File: src/design/otq_pkg.sv
// Shared types and constants of the ordered timer queue.
package otq_pkg;

  localparam int unsigned TimerSlotsDefault = 16;
  localparam int unsigned MaxResults        = 16;

  typedef enum logic [1:0] {
    OP_CREATE = 2'd0,
    OP_CANCEL = 2'd1,
    OP_TICK   = 2'd2,
    OP_CLEAR  = 2'd3
  } opcode_e;

  typedef enum logic [2:0] {
    K_CREATED   = 3'd0,
    K_FIRED     = 3'd1,
    K_CANCELLED = 3'd2,
    K_CLEARED   = 3'd3,
    K_NOTHING   = 3'd4,
    K_FULL      = 3'd5,
    K_BADHANDLE = 3'd6
  } kind_e;

  // Commands from the controller to the datapath
  typedef struct packed {
    logic  latch;
    logic  scan_clr;
    logic  scan_step;
    logic  rd_en;
    logic  rd_hnd;
    logic  div_start;
    logic  mem_wr;
    logic  cancel_clr;
    logic  best_clr;
    logic  fire;
    logic  clear_all;
    logic  out_load;
    kind_e out_kind;
    logic  out_last;
  } cmd_t;

  // Status from the datapath to the controller
  typedef struct packed {
    logic free_hit;
    logic scan_last;
    logic jit_nz;
    logic h_ok;
    logic div_done;
    logic best_due;
    logic pend_have;
    logic n_full;
    logic out_free;
  } sts_t;

endpackage

File: src/design/otq_div.sv
// Bit-serial restoring divider giving the remainder of a 32-bit division.
module otq_div import otq_pkg::*; (
  input  logic        clk_i,
  input  logic        rst_ni,
  input  logic        start_i,
  input  logic [31:0] dividend_i,
  input  logic [31:0] divisor_i,
  output logic        done_o,
  output logic [31:0] rem_o
);

  logic [31:0] quo_q;
  logic [31:0] rem_q;
  logic [31:0] dvs_q;
  logic [4:0]  cnt_q;
  logic        busy_q;
  logic        done_q;
  logic [32:0] trial;
  logic [32:0] diff;

  // one quotient bit per cycle
  assign trial = {rem_q, quo_q[31]};
  assign diff  = trial - {1'b0, dvs_q};

  always_ff @(posedge clk_i or negedge rst_ni) begin
    if (!rst_ni) begin
      busy_q <= 1'b0;
      done_q <= 1'b0;
      cnt_q  <= '0;
    end else if (start_i) begin
      busy_q <= 1'b1;
      done_q <= 1'b0;
      cnt_q  <= '0;
    end else if (busy_q) begin
      cnt_q <= cnt_q + 5'd1;
      if (cnt_q == 5'd31) begin
        busy_q <= 1'b0;
        done_q <= 1'b1;
      end
    end
  end

  always_ff @(posedge clk_i) begin
    if (start_i) begin
      quo_q <= dividend_i;
      rem_q <= '0;
      dvs_q <= divisor_i;
    end else if (busy_q) begin
      quo_q <= {quo_q[30:0], 1'b0};
      rem_q <= diff[32] ? trial[31:0] : diff[31:0];
    end
  end

  assign done_o = done_q;
  assign rem_o  = rem_q;

endmodule

File: src/design/otq_dp.sv
// Datapath: slot table, scan for the earliest timer, divider and result register.
module otq_dp import otq_pkg::*; #(
  parameter int unsigned TIMER_SLOTS = TimerSlotsDefault
) (
  input  logic        clk_i,
  input  logic        rst_ni,
  input  logic [31:0] now_ms_i,
  input  logic [31:0] duration_ms_i,
  input  logic [31:0] jitter_range_i,
  input  logic [31:0] random_value_i,
  input  logic [31:0] user_context_i,
  input  logic [3:0]  slot_handle_i,
  input  cmd_t        cmd_i,
  output sts_t        sts_o,
  input  logic        out_stall_i,
  output logic        out_valid_o,
  output logic [2:0]  result_kind_o,
  output logic [3:0]  out_handle_o,
  output logic [31:0] out_context_o,
  output logic [31:0] expires_at_o,
  output logic        last_result_o
);

  localparam int unsigned SW = $clog2(TIMER_SLOTS);
  localparam int unsigned CW = $clog2(MaxResults + 1);
  localparam logic [SW-1:0] LastIdx = SW'(TIMER_SLOTS - 1);

  // latched item
  logic [31:0] now_q, dur_q, jit_q, rnd_q, ctx_q;
  logic [3:0]  hnd_q;

  always_ff @(posedge clk_i) begin
    if (cmd_i.latch) begin
      now_q <= now_ms_i;
      dur_q <= duration_ms_i;
      jit_q <= jitter_range_i;
      rnd_q <= random_value_i;
      ctx_q <= user_context_i;
      hnd_q <= slot_handle_i;
    end
  end

  // handle check
  logic [7:0]    h8;
  logic [SW-1:0] h_idx;
  assign h8    = 8'(hnd_q);
  assign h_idx = h8[SW-1:0];

  // jitter remainder
  logic        div_done;
  logic [31:0] div_rem;
  logic        jit_nz;
  logic [31:0] new_exp;

  assign jit_nz = (jit_q != 32'd0);

  otq_div u_div (
    .clk_i      (clk_i),
    .rst_ni     (rst_ni),
    .start_i    (cmd_i.div_start),
    .dividend_i (rnd_q),
    .divisor_i  (jit_q),
    .done_o     (div_done),
    .rem_o      (div_rem)
  );

  assign new_exp = now_q + dur_q + (jit_nz ? div_rem : 32'd0);

  // scan counter, also the create slot index
  logic [SW-1:0] scan_q;

  always_ff @(posedge clk_i or negedge rst_ni) begin
    if (!rst_ni) begin
      scan_q <= '0;
    end else if (cmd_i.scan_clr) begin
      scan_q <= '0;
    end else if (cmd_i.scan_step) begin
      scan_q <= scan_q + SW'(1);
    end
  end

  // slot memories, one write and one registered read port
  logic [31:0]   mem_exp [TIMER_SLOTS];
  logic [31:0]   mem_seq [TIMER_SLOTS];
  logic [31:0]   mem_ctx [TIMER_SLOTS];
  logic [SW-1:0] rd_addr;
  logic [31:0]   rd_exp_q, rd_seq_q, rd_ctx_q;
  logic [SW-1:0] rd_idx_q;
  logic [31:0]   seq_q;

  assign rd_addr = cmd_i.rd_hnd ? h_idx : scan_q;

  always_ff @(posedge clk_i) begin
    if (cmd_i.mem_wr) begin
      mem_exp[scan_q] <= new_exp;
      mem_seq[scan_q] <= seq_q;
      mem_ctx[scan_q] <= ctx_q;
    end
    if (cmd_i.rd_en) begin
      rd_exp_q <= mem_exp[rd_addr];
      rd_seq_q <= mem_seq[rd_addr];
      rd_ctx_q <= mem_ctx[rd_addr];
      rd_idx_q <= rd_addr;
    end
  end

  // sequence counter
  always_ff @(posedge clk_i or negedge rst_ni) begin
    if (!rst_ni) begin
      seq_q <= '0;
    end else if (cmd_i.mem_wr) begin
      seq_q <= seq_q + 32'd1;
    end
  end

  // running minimum over the scanned slots
  logic          cmp_q;
  logic          best_hit_q;
  logic [31:0]   best_exp_q, best_seq_q, best_ctx_q;
  logic [SW-1:0] best_idx_q;
  logic [TIMER_SLOTS-1:0] valid_q;
  logic          cand_ok;

  assign cand_ok = cmp_q && valid_q[rd_idx_q] &&
                   (!best_hit_q || (rd_exp_q < best_exp_q) ||
                    ((rd_exp_q == best_exp_q) && (rd_seq_q < best_seq_q)));

  always_ff @(posedge clk_i or negedge rst_ni) begin
    if (!rst_ni) begin
      cmp_q      <= 1'b0;
      best_hit_q <= 1'b0;
    end else begin
      cmp_q <= cmd_i.rd_en && !cmd_i.rd_hnd;
      if (cmd_i.best_clr) begin
        best_hit_q <= 1'b0;
      end else if (cand_ok) begin
        best_hit_q <= 1'b1;
      end
    end
  end

  always_ff @(posedge clk_i) begin
    if (cand_ok) begin
      best_exp_q <= rd_exp_q;
      best_seq_q <= rd_seq_q;
      best_ctx_q <= rd_ctx_q;
      best_idx_q <= rd_idx_q;
    end
  end

  // fired timer held back until it is known whether it is the last one
  logic [CW-1:0] n_q;
  logic [31:0]   pend_exp_q, pend_ctx_q;
  logic [SW-1:0] pend_idx_q;

  always_ff @(posedge clk_i or negedge rst_ni) begin
    if (!rst_ni) begin
      n_q <= '0;
    end else if (cmd_i.latch) begin
      n_q <= '0;
    end else if (cmd_i.fire) begin
      n_q <= n_q + CW'(1);
    end
  end

  always_ff @(posedge clk_i) begin
    if (cmd_i.fire) begin
      pend_exp_q <= best_exp_q;
      pend_ctx_q <= best_ctx_q;
      pend_idx_q <= best_idx_q;
    end
  end

  // slot valid bits
  always_ff @(posedge clk_i or negedge rst_ni) begin
    if (!rst_ni) begin
      valid_q <= '0;
    end else if (cmd_i.clear_all) begin
      valid_q <= '0;
    end else begin
      if (cmd_i.mem_wr) begin
        valid_q[scan_q] <= 1'b1;
      end
      if (cmd_i.cancel_clr) begin
        valid_q[h_idx] <= 1'b0;
      end
      if (cmd_i.fire) begin
        valid_q[best_idx_q] <= 1'b0;
      end
    end
  end

  // result register
  logic        out_valid_q;
  logic [2:0]  kind_q;
  logic [3:0]  hout_q;
  logic [31:0] cout_q, eout_q;
  logic        last_q;

  always_ff @(posedge clk_i or negedge rst_ni) begin
    if (!rst_ni) begin
      out_valid_q <= 1'b0;
    end else if (cmd_i.out_load) begin
      out_valid_q <= 1'b1;
    end else if (!out_stall_i) begin
      out_valid_q <= 1'b0;
    end
  end

  always_ff @(posedge clk_i) begin
    if (cmd_i.out_load) begin
      kind_q <= cmd_i.out_kind;
      last_q <= cmd_i.out_last;
      case (cmd_i.out_kind)
        K_CREATED: begin
          hout_q <= 4'(scan_q);
          cout_q <= ctx_q;
          eout_q <= new_exp;
        end
        K_FIRED: begin
          hout_q <= 4'(pend_idx_q);
          cout_q <= pend_ctx_q;
          eout_q <= pend_exp_q;
        end
        K_CANCELLED: begin
          hout_q <= hnd_q;
          cout_q <= rd_ctx_q;
          eout_q <= rd_exp_q;
        end
        K_BADHANDLE: begin
          hout_q <= hnd_q;
          cout_q <= '0;
          eout_q <= '0;
        end
        default: begin
          hout_q <= '0;
          cout_q <= '0;
          eout_q <= '0;
        end
      endcase
    end
  end

  assign out_valid_o   = out_valid_q;
  assign result_kind_o = kind_q;
  assign out_handle_o  = hout_q;
  assign out_context_o = cout_q;
  assign expires_at_o  = eout_q;
  assign last_result_o = last_q;

  // status
  always_comb begin
    sts_o.free_hit  = !valid_q[scan_q];
    sts_o.scan_last = (scan_q == LastIdx);
    sts_o.jit_nz    = jit_nz;
    sts_o.h_ok      = (h8 < 8'(TIMER_SLOTS)) && valid_q[h_idx];
    sts_o.div_done  = div_done;
    sts_o.best_due  = best_hit_q && (best_exp_q <= now_q);
    sts_o.pend_have = (n_q != '0);
    sts_o.n_full    = (n_q == CW'(MaxResults));
    sts_o.out_free  = !out_valid_q || !out_stall_i;
  end

  // checks
  a_load_free: assert property (@(posedge clk_i) disable iff (!rst_ni)
    cmd_i.out_load |-> (!out_valid_q || !out_stall_i))
    else $error("result register overwritten while held");

  a_fire_due: assert property (@(posedge clk_i) disable iff (!rst_ni)
    cmd_i.fire |-> (best_hit_q && best_exp_q <= now_q && valid_q[best_idx_q]))
    else $error("fired a timer that is not due");

  a_n_bound: assert property (@(posedge clk_i) disable iff (!rst_ni)
    n_q <= CW'(MaxResults))
    else $error("fire count beyond limit");

  a_seq_step: assert property (@(posedge clk_i) disable iff (!rst_ni)
    cmd_i.mem_wr |=> (seq_q == $past(seq_q) + 32'd1))
    else $error("sequence counter did not advance on create");

endmodule

File: src/design/otq_ctrl.sv
// Controller state machine sequencing create, cancel, tick and clear.
module otq_ctrl import otq_pkg::*; (
  input  logic       clk_i,
  input  logic       rst_ni,
  input  logic       in_valid_i,
  input  logic [1:0] opcode_i,
  output logic       in_stall_o,
  input  sts_t       sts_i,
  output cmd_t       cmd_o
);

  typedef enum logic [14:0] {
    S_IDLE   = 15'b000000000000001,
    S_C_FIND = 15'b000000000000010,
    S_C_DIV  = 15'b000000000000100,
    S_C_OUT  = 15'b000000000001000,
    S_C_FULL = 15'b000000000010000,
    S_X_CHK  = 15'b000000000100000,
    S_X_BAD  = 15'b000000001000000,
    S_X_OUT  = 15'b000000010000000,
    S_T_INIT = 15'b000000100000000,
    S_T_SCAN = 15'b000001000000000,
    S_T_SEND = 15'b000010000000000,
    S_T_DEC  = 15'b000100000000000,
    S_T_CHK  = 15'b001000000000000,
    S_T_END  = 15'b010000000000000,
    S_L_OUT  = 15'b100000000000000
  } state_e;

  state_e state_q, state_d;

  assign in_stall_o = (state_q != S_IDLE);

  always_comb begin
    state_d = state_q;
    cmd_o   = '0;
    cmd_o.out_kind = K_NOTHING;
    unique case (state_q)
      S_IDLE: begin
        if (in_valid_i) begin
          cmd_o.latch = 1'b1;
          unique case (opcode_e'(opcode_i))
            OP_CREATE: begin
              cmd_o.scan_clr = 1'b1;
              state_d = S_C_FIND;
            end
            OP_CANCEL: state_d = S_X_CHK;
            OP_TICK:   state_d = S_T_INIT;
            OP_CLEAR:  state_d = S_L_OUT;
            default:   state_d = S_IDLE;
          endcase
        end
      end
      // walk the valid bits for the lowest free slot
      S_C_FIND: begin
        if (sts_i.free_hit) begin
          if (sts_i.jit_nz) begin
            cmd_o.div_start = 1'b1;
            state_d = S_C_DIV;
          end else begin
            state_d = S_C_OUT;
          end
        end else if (sts_i.scan_last) begin
          state_d = S_C_FULL;
        end else begin
          cmd_o.scan_step = 1'b1;
        end
      end
      S_C_DIV: begin
        if (sts_i.div_done) begin
          state_d = S_C_OUT;
        end
      end
      S_C_OUT: begin
        if (sts_i.out_free) begin
          cmd_o.mem_wr   = 1'b1;
          cmd_o.out_load = 1'b1;
          cmd_o.out_kind = K_CREATED;
          cmd_o.out_last = 1'b1;
          state_d = S_IDLE;
        end
      end
      S_C_FULL: begin
        if (sts_i.out_free) begin
          cmd_o.out_load = 1'b1;
          cmd_o.out_kind = K_FULL;
          cmd_o.out_last = 1'b1;
          state_d = S_IDLE;
        end
      end
      S_X_CHK: begin
        if (sts_i.h_ok) begin
          cmd_o.rd_en  = 1'b1;
          cmd_o.rd_hnd = 1'b1;
          state_d = S_X_OUT;
        end else begin
          state_d = S_X_BAD;
        end
      end
      S_X_BAD: begin
        if (sts_i.out_free) begin
          cmd_o.out_load = 1'b1;
          cmd_o.out_kind = K_BADHANDLE;
          cmd_o.out_last = 1'b1;
          state_d = S_IDLE;
        end
      end
      S_X_OUT: begin
        if (sts_i.out_free) begin
          cmd_o.cancel_clr = 1'b1;
          cmd_o.out_load   = 1'b1;
          cmd_o.out_kind   = K_CANCELLED;
          cmd_o.out_last   = 1'b1;
          state_d = S_IDLE;
        end
      end
      // one full pass over the table per fired timer
      S_T_INIT: begin
        cmd_o.scan_clr = 1'b1;
        cmd_o.best_clr = 1'b1;
        state_d = S_T_SCAN;
      end
      S_T_SCAN: begin
        cmd_o.rd_en = 1'b1;
        if (sts_i.scan_last) begin
          state_d = S_T_SEND;
        end else begin
          cmd_o.scan_step = 1'b1;
        end
      end
      S_T_SEND: state_d = S_T_DEC;
      S_T_DEC: begin
        if (!sts_i.best_due) begin
          state_d = S_T_END;
        end else if (!sts_i.pend_have || sts_i.out_free) begin
          // previous fired timer goes out, it is not the last
          cmd_o.out_load = sts_i.pend_have;
          cmd_o.out_kind = K_FIRED;
          cmd_o.fire     = 1'b1;
          state_d = S_T_CHK;
        end
      end
      S_T_CHK: begin
        state_d = sts_i.n_full ? S_T_END : S_T_INIT;
      end
      S_T_END: begin
        if (sts_i.out_free) begin
          cmd_o.out_load = 1'b1;
          cmd_o.out_kind = sts_i.pend_have ? K_FIRED : K_NOTHING;
          cmd_o.out_last = 1'b1;
          state_d = S_IDLE;
        end
      end
      S_L_OUT: begin
        if (sts_i.out_free) begin
          cmd_o.clear_all = 1'b1;
          cmd_o.out_load  = 1'b1;
          cmd_o.out_kind  = K_CLEARED;
          cmd_o.out_last  = 1'b1;
          state_d = S_IDLE;
        end
      end
      default: state_d = S_IDLE;
    endcase
  end

  always_ff @(posedge clk_i or negedge rst_ni) begin
    if (!rst_ni) begin
      state_q <= S_IDLE;
    end else begin
      state_q <= state_d;
    end
  end

  a_busy_stall: assert property (@(posedge clk_i) disable iff (!rst_ni)
    (state_q != S_IDLE) |-> in_stall_o)
    else $error("item accepted while busy");

  a_fire_path: assert property (@(posedge clk_i) disable iff (!rst_ni)
    cmd_o.fire |=> (state_q == S_T_CHK))
    else $error("fire outside tick sequence");

  a_one_write: assert property (@(posedge clk_i) disable iff (!rst_ni)
    $countones({cmd_o.mem_wr, cmd_o.cancel_clr, cmd_o.fire, cmd_o.clear_all}) <= 1)
    else $error("conflicting table updates");

endmodule

File: src/design/ordered_timer_queue.sv
// Top level of the ordered timer queue.
//
//   channel | direction | handshake               | payload
//   input   | in        | in_valid_i / in_stall_o  | opcode, now, duration, jitter, random,
//           |           |                         | context, handle
//   result  | out       | out_valid_o / out_stall_i | kind, handle, context, expiry, last
//
// One item at a time. Create walks the slots to the first free one, runs the
// bit-serial remainder unit when the jitter range is nonzero, then writes the
// slot and its result. Cancel checks the handle and reads the slot. Clear gives
// one result. Tick makes one table scan per fired timer, then a scan that finds
// nothing due (skipped once 16 have fired), then the final result.
// Reset clears all slots and the sequence counter at once.
// A stalled result holds the sequencer at its next result; a new item is
// taken while the final result still waits in the result register.
module ordered_timer_queue import otq_pkg::*; #(
  parameter int unsigned TIMER_SLOTS = TimerSlotsDefault
) (
  input  logic        clk_i,
  input  logic        rst_ni,
  input  logic        in_valid_i,
  output logic        in_stall_o,
  input  logic [1:0]  opcode_i,
  input  logic [31:0] now_ms_i,
  input  logic [31:0] duration_ms_i,
  input  logic [31:0] jitter_range_i,
  input  logic [31:0] random_value_i,
  input  logic [31:0] user_context_i,
  input  logic [3:0]  slot_handle_i,
  output logic        out_valid_o,
  input  logic        out_stall_i,
  output logic [2:0]  result_kind_o,
  output logic [3:0]  out_handle_o,
  output logic [31:0] out_context_o,
  output logic [31:0] expires_at_o,
  output logic        last_result_o
);

  cmd_t cmd;
  sts_t sts;

  otq_ctrl u_ctrl (
    .clk_i      (clk_i),
    .rst_ni     (rst_ni),
    .in_valid_i (in_valid_i),
    .opcode_i   (opcode_i),
    .in_stall_o (in_stall_o),
    .sts_i      (sts),
    .cmd_o      (cmd)
  );

  otq_dp #(
    .TIMER_SLOTS (TIMER_SLOTS)
  ) u_dp (
    .clk_i          (clk_i),
    .rst_ni         (rst_ni),
    .now_ms_i       (now_ms_i),
    .duration_ms_i  (duration_ms_i),
    .jitter_range_i (jitter_range_i),
    .random_value_i (random_value_i),
    .user_context_i (user_context_i),
    .slot_handle_i  (slot_handle_i),
    .cmd_i          (cmd),
    .sts_o          (sts),
    .out_stall_i    (out_stall_i),
    .out_valid_o    (out_valid_o),
    .result_kind_o  (result_kind_o),
    .out_handle_o   (out_handle_o),
    .out_context_o  (out_context_o),
    .expires_at_o   (expires_at_o),
    .last_result_o  (last_result_o)
  );

endmodule
File: config.mk
export PLATFORM = sky130hd
export DESIGN_NAME = ordered_timer_queue
export DESIGN_NICKNAME = d
export VERILOG_FILES = /design/src/design/otq_pkg.sv /design/src/design/otq_div.sv /design/src/design/otq_dp.sv /design/src/design/otq_ctrl.sv /design/src/design/ordered_timer_queue.sv
export SDC_FILE = /design/constraint.sdc
export NUM_CORES = 2
export LEC_CHECK = 0
export ABC_AREA = 1
export BUFFER_PORTS_ARGS = -buffer_cell sky130_fd_sc_hd__buf_2
export CAP_MARGIN = 20
export CORE_AREA = 5 5 636 638
export DETAILED_ROUTE_END_ITERATION = 6
export DIE_AREA = 0 0 641 643
export SLEW_MARGIN = 20
export SYNTH_ARGS = -nofsm -noshare
export SYNTH_HDL_FRONTEND = slang
export SYNTH_SLANG_ARGS = --single-unit
File: constraint.sdc
create_clock -name clk_i -period 10.2 [get_ports clk_i]
set_input_delay 2.04 -clock clk_i [delete_from_list [all_inputs] [get_ports clk_i]]
set_output_delay 2.04 -clock clk_i [all_outputs]
set_load 0.005 [all_outputs]
# Word-level counts from Yosys, hierarchy flattened
# Memory sizes are Yosys's and may differ from the RTL's. A register that Yosys moved wholly into a read port is not among the register bits.
# Index checks and enable logic that the tools add are counted.
# totals
elab_cells	212
register_bits	586
mem_bits_rw	1536
mem_count	3
# mem_list
name	words	width	rd	rd_clocked_by_memory_dff	write_ports	line_no	source
u_dp.mem_ctx	16	32	1	1	1	otq_dp.sv:85	logic [31:0] mem_ctx [TIMER_SLOTS];
u_dp.mem_exp	16	32	1	1	1	otq_dp.sv:83	logic [31:0] mem_exp [TIMER_SLOTS];
u_dp.mem_seq	16	32	1	1	1	otq_dp.sv:84	logic [31:0] mem_seq [TIMER_SLOTS];
# op_classes
n_reduce_logical	31
mux	89
order_cmp	11
n_eq_ne	33
bitwise	5
n_addsub	7
# op_table
cell	count
32-bit case mux with 3 select lines	2
15-bit case mux with 10 select lines	1
32-bit two-way mux	4
15-bit two-way mux	8
16-bit two-way mux	6
32-bit adder	2
32-bit < comparator	2
15-bit case mux with 4 select lines	1
5-bit two-way mux	9
1-bit two-way mux	34
33-bit by 32-bit subtractor with 33-bit output	1
32-bit by 1-bit adder with 32-bit output, second input constant	1
16-bit AND	2
32-bit equality test	1
32-bit <= comparator	1
16-bit NOT	2
32-bit nonzero test	1
4-bit case mux with 7 select lines	1
4-bit by 5-bit < comparator with 1-bit output, second input constant	5
4-bit two-way mux	6
16-bit OR	1
15-bit by 1-bit equality test with 1-bit output, second input constant	1
15-bit by 10-bit equality test with 1-bit output, second input constant	1
15-bit by 11-bit equality test with 1-bit output, second input constant	1
47 further kinds	82

# Depth between registers and ports, before layout
# depth
word_depth	13
ltp_mapped	22
depth_no_buf	21

# Modules after synthesis
# From an unflattened synthesis, not the netlist that was laid out.
# unflattened
cells_unflattened	8234
hier_area_um2	95597.9
# by_module_without_submodules
mod	instances	cells_per_inst	seq_area_each_um2	area_each_um2
otq_dp	1	7017	62760.2	87355.0
otq_div	1	1028	2737.6	6990.5
otq_ctrl	1	189	376.6	1252.5

# Least setup slack after synthesis
# OpenSTA, ideal clock, no wires.
# synth_path
path_kind	in2reg
from	input port in_valid_i
to	register u_dp.n_q[2]
arrival_ps	9130
stages	3
setup_time_ps	466
slack_ps	604
cell_sequence	inv_1 > nor2_1 > nor3_1
# synth_rtl
item	line_no	source
start, declared	ordered_timer_queue.sv:21	input logic in_valid_i,
end signal, assigned	otq_dp.sv:162	n_q <= n_q + CW'(1);
end, declared	otq_dp.sv:152	logic [CW-1:0] n_q;

# Final worst setup path
# layout_path
from	input port out_stall_i
to	memory u_dp.mem_ctx[10][11] (enable)
# layout_between
elab_chain_len	6
# layout_lines
item	line_no	source
start, declared	ordered_timer_queue.sv:31	input logic out_stall_i,
1-bit zero test	-	
1-bit logical OR	otq_dp.sv:261	sts_o.out_free = !out_valid_q || !out_stall_i;
1-bit two-way mux	otq_ctrl.sv:75	if (sts_i.out_free) begin
1-bit two-way mux	otq_ctrl.sv:38	unique case (state_q)
1-bit two-way mux	otq_dp.sv:94	if (cmd_i.mem_wr) begin
1-bit two-way mux (implied by the code)	otq_dp.sv:97	mem_ctx[scan_q] <= ctx_q;
end, declared	otq_dp.sv:85	
# Every way passes these cells.

==> out/results.txt <==
A synthesized cell averages 10.51 µm². Measured along the x axis, the die boundary spans 641 µm. After detailed routing, the total wire length is 271900 µm.

The setup slack at placement is 3.746 ns. The first detailed-routing pass took 6 iterations. The run gives 9971 as the number of nets at the end of the flow. The start-to-end type of the worst setup path is in2reg. The number of setup buffers added after CTS is 0. Between clock sinks in the finished design, the worst skew comes to 0.09291 ns. Counting flops with a built-in enable in the synthesized netlist gives 2104. The dominant synthesized flop cell was sky130_fd_sc_hd__edfxtp_1. The number of buffers inserted for hold repair after clock tree synthesis is 0, and the number of gates given a new drive strength after cts is 0. The cell with the largest stage delay on the worst path is sky130_fd_sc_hd__nor2_4. After synthesis the netlist holds a flip-flop and latch count of 2218. The die covers 412200 µm². By instance count, the leading cell after synthesis is sky130_fd_sc_hd__nand2_1. No sink is reached through more buffers than the 4 on the longest clock path.

TritonCTS built the clock tree. The CTS sink count is 2218. The run gives 0 as the count of pins over their slew limit.

The run finished with clean final reports. Dividing the detail-routed via count by the number of cells gives 4.391. The congestion estimate from routability-driven global placement came to 0.8588. The tools report the leakage dissipation as 0.04676 µW. Counting every net in the synthesized netlist gives 9799. The number of design-rule violations left by the first detailed-router iteration is 6316, and the number of distinct library cells after synthesis is 56. Of the available clock period, the critical path in the final layout requires 54.60%. The total routing usage reported by global routing was 12.67%; the data required time of the critical path was 10.69 ns.

After filler insertion, the fill cell instance count of the layout stands at 40700. The clock tree synthesis step divided the H-tree into 4 levels. STA classifies the critical path startpoint as an input pin. The number of antenna violations at the first check in global routing is 25. The number of instances in the synthesized netlist was 9430; the number of placed instances with taps included was 14650. The share of synthesized flip-flops with an asynchronous set or reset is 3.697%. The run gives 0 as the count of endpoints failing hold in the final timing report. Setup violations remaining at the end of the flow were counted as 0. The commonest cells after synthesis are 2129 x sky130_fd_sc_hd__nand2_1, 2104 x sky130_fd_sc_hd__edfxtp_1, 1919 x sky130_fd_sc_hd__inv_1, 1785 x sky130_fd_sc_hd__nand3_1, 280 x sky130_fd_sc_hd__buf_2. Entering global routing, the biggest net connects 193 pins. The tool flagged a number of max-cap violations equal to 0. The power density over cell area is 260.8 nW/µm². The type of destination of the critical path was a flop. The critical path contains buffers and inverters numbering 4 combined. The maximum clock frequency is 179.6 MHz. At the later pin of the worst-skew pair, clock insertion delay measures 0.89 ns. The root buffer cell is sky130_fd_sc_hd__clkbuf_16. The highest cell delay on the worst timing path is 0.81 ns.

After the flow finishes, the layout carries non-filler instances totaling 15050. The post-synth design cell area came out at 99130 µm². In the post-synthesis netlist, the biggest area contributors are sky130_fd_sc_hd__edfxtp_1 64%, sky130_fd_sc_hd__nand3_1 9.0%, sky130_fd_sc_hd__nand2_1 8.1%. After legalization and detailed placement, the total HPWL measured 155200 µm. The share of final-layout standard cells stronger than drive strength 1 came out at 7.470%. For this run, design rule violations remaining after detail routing come to 0. The worst relative slew slack was 12.09%.

The logs give 289.2 µV for the worst vdd rail ir drop and 0 ns for the setup TNS. The post-layout worst setup margin was 4.631 ns. Traced cell by cell, the critical path runs through buf_2, nand2_1, inv_1, nor2_4, buf_4, nand2_1, nor2_4, buf_12. The fraction of synthesized cell area taken by the top area cell type is 63.74%, and the sequential area share after synthesis is 66.45%. The total grt overflow is 0. At the pin with the least slew margin, the transition time is 1.319 ns. STA puts the critical path data arrival time at 6.06 ns. The final routed wire length divided by cell count was 18.07 µm. Detailed routing inserted a total of 66070 vias.

The placeable core area came out at 398000 µm². The cell family with the largest share of critical-path delay is simple AND/OR/NAND/NOR gates. Yosys printed 0 warnings.

Relative to the synthesized area, the layout overhead comes to 14.28%. In this run the tool buffered the top-level ports with 243 buffer cells. In this run the remaining antenna-violating nets after routing total 0.

Setup repair after global routing left no endpoint under its margin. 244 I/O pins were placed. The min-delay analysis places its worst path in the category reg2reg.

Of all nets on the critical path, the largest fanout is 75. The run gives 61920 as the number of global-route vias before repair. The largest registers in the layout are u_dp.mem_ctx: 512 flops, u_dp.mem_exp: 512 flops, u_dp.mem_seq: 512 flops. The standard-cell row count was 232; the wire length of the first global-routing pass was 401200 µm. Once the floorplan was initialized, standard cells occupied 24.91% of the core.

The number of clock buffers added by TritonCTS is 215. The die is 643 µm tall. The worst path needs 5.569 ns of the cycle, external delays included. Clock transition time at the flip-flop clock pins of the worst setup and hold paths: 0.07 ns. The synthesized design spends more area on one cell type than any other, namely sky130_fd_sc_hd__edfxtp_1.
==> layout by cell type, fill, tap and decap left out, drive strengths merged, types with 9 or more instances in the layout <==
cell | synthesis | layout
nand2 | 2136 | 2136
edfxtp | 2104 | 2104
inv | 1930 | 1935
nand3 | 1787 | 1787
buf | 317 | 346
clkbuf | 74 | 277
nor2 | 216 | 216
ha | 166 | 166
a21oi | 140 | 140
o21ai | 100 | 100
dfrtp | 81 | 81
clkinv | 1 | 80
xor2 | 56 | 56
nor3 | 47 | 47
fa | 33 | 33
dfxtp | 32 | 32
nand4 | 31 | 31
xnor2 | 29 | 29
bufinv | 0 | 24
a211oi | 21 | 21
o22ai | 18 | 18
nor4 | 17 | 17
o21bai | 13 | 13
o211ai | 12 | 12
a21o | 11 | 11
nand3b | 9 | 9
a31oi | 9 | 9
==> metal layers <==
metal	up-vias	share of wire (%)	GRT usage, %
met5	-	0.038	0
met4	16	2.0	2.816
met3	389	8.7	2.336
met2	2431	44	19.50
met1	31910	45	18.47
li1	31320	-	-
==> per-stage QoR <==
step	total power (µW)	cell area (µm²)	hold WS [ns]	util, %
global placement	21470	106300	0.4006	26.72
floorplan	18050	99130	0.4003	-
CTS	29570	113200	0.4116	28.45
finish	29550	113300	0.4157	28.47
detailed placement	21550	106300	0.4045	26.72
global route	30910	113300	0.4229	28.46
==> cell type report <==
type / count / area (µm²) / share of cell area, %
diodes: 8 / 20.02 / 0.01767
flip-flops and latches: 2218 / 65870 / 58.15
clock inverters: 111 / 1156 / 1.021
clock buffers: 277 / 5724 / 5.053
well taps: 5265 / 6588 / 5.815
multi-input cells: 4890 / 24450 / 21.58
inverters: 1931 / 7266 / 6.414
repair buffers: 346 / 2212 / 1.953
==> where the power goes <==
part | internal [µW] | switching [µW] | total, µW
sequential | 12700 | 449 | 13100
clock | 4550 | 3450 | 8000
combinational | 2050 | 6380 | 8430
==> logic make-up (layout without fill, tap and decap cells) <==
group	count (synthesis)	in the layout	synth area share, %
and+or+nand+nor	4257	4257	18.74
buffers and inverters	2322	2665	9.265
DFF	2218	2218	66.45
AOI/OAI and AO/OA	349	349	2.030
adders and majority gates	199	199	2.762
xor gates and xnor gates	85	85	0.7510
other	0	8	0
==> path summary, 6_finish.rpt <==
check / from / to / slack (ns) / depth (start not counted)
worst max-delay path: out_stall_i / u_dp.mem_ctx[10][11] / 4.63 / 8
worst min-delay path: u_dp.best_ctx_q[26] / u_dp.pend_ctx_q[26] / 0.42 / 0
worst max register to register: u_dp.jit_q[1] / u_dp.mem_exp[5][30] / 5.08 / 18
worst min register to register: u_dp.best_ctx_q[26] / u_dp.pend_ctx_q[26] / 0.42 / 0
max in group asynchronous: rst_ni / u_dp.valid_q[13] / 7.90 / 2
min in group asynchronous: rst_ni / u_ctrl.state_q[6] / 1.13 / 1
(Power assumes the default switching activity.)
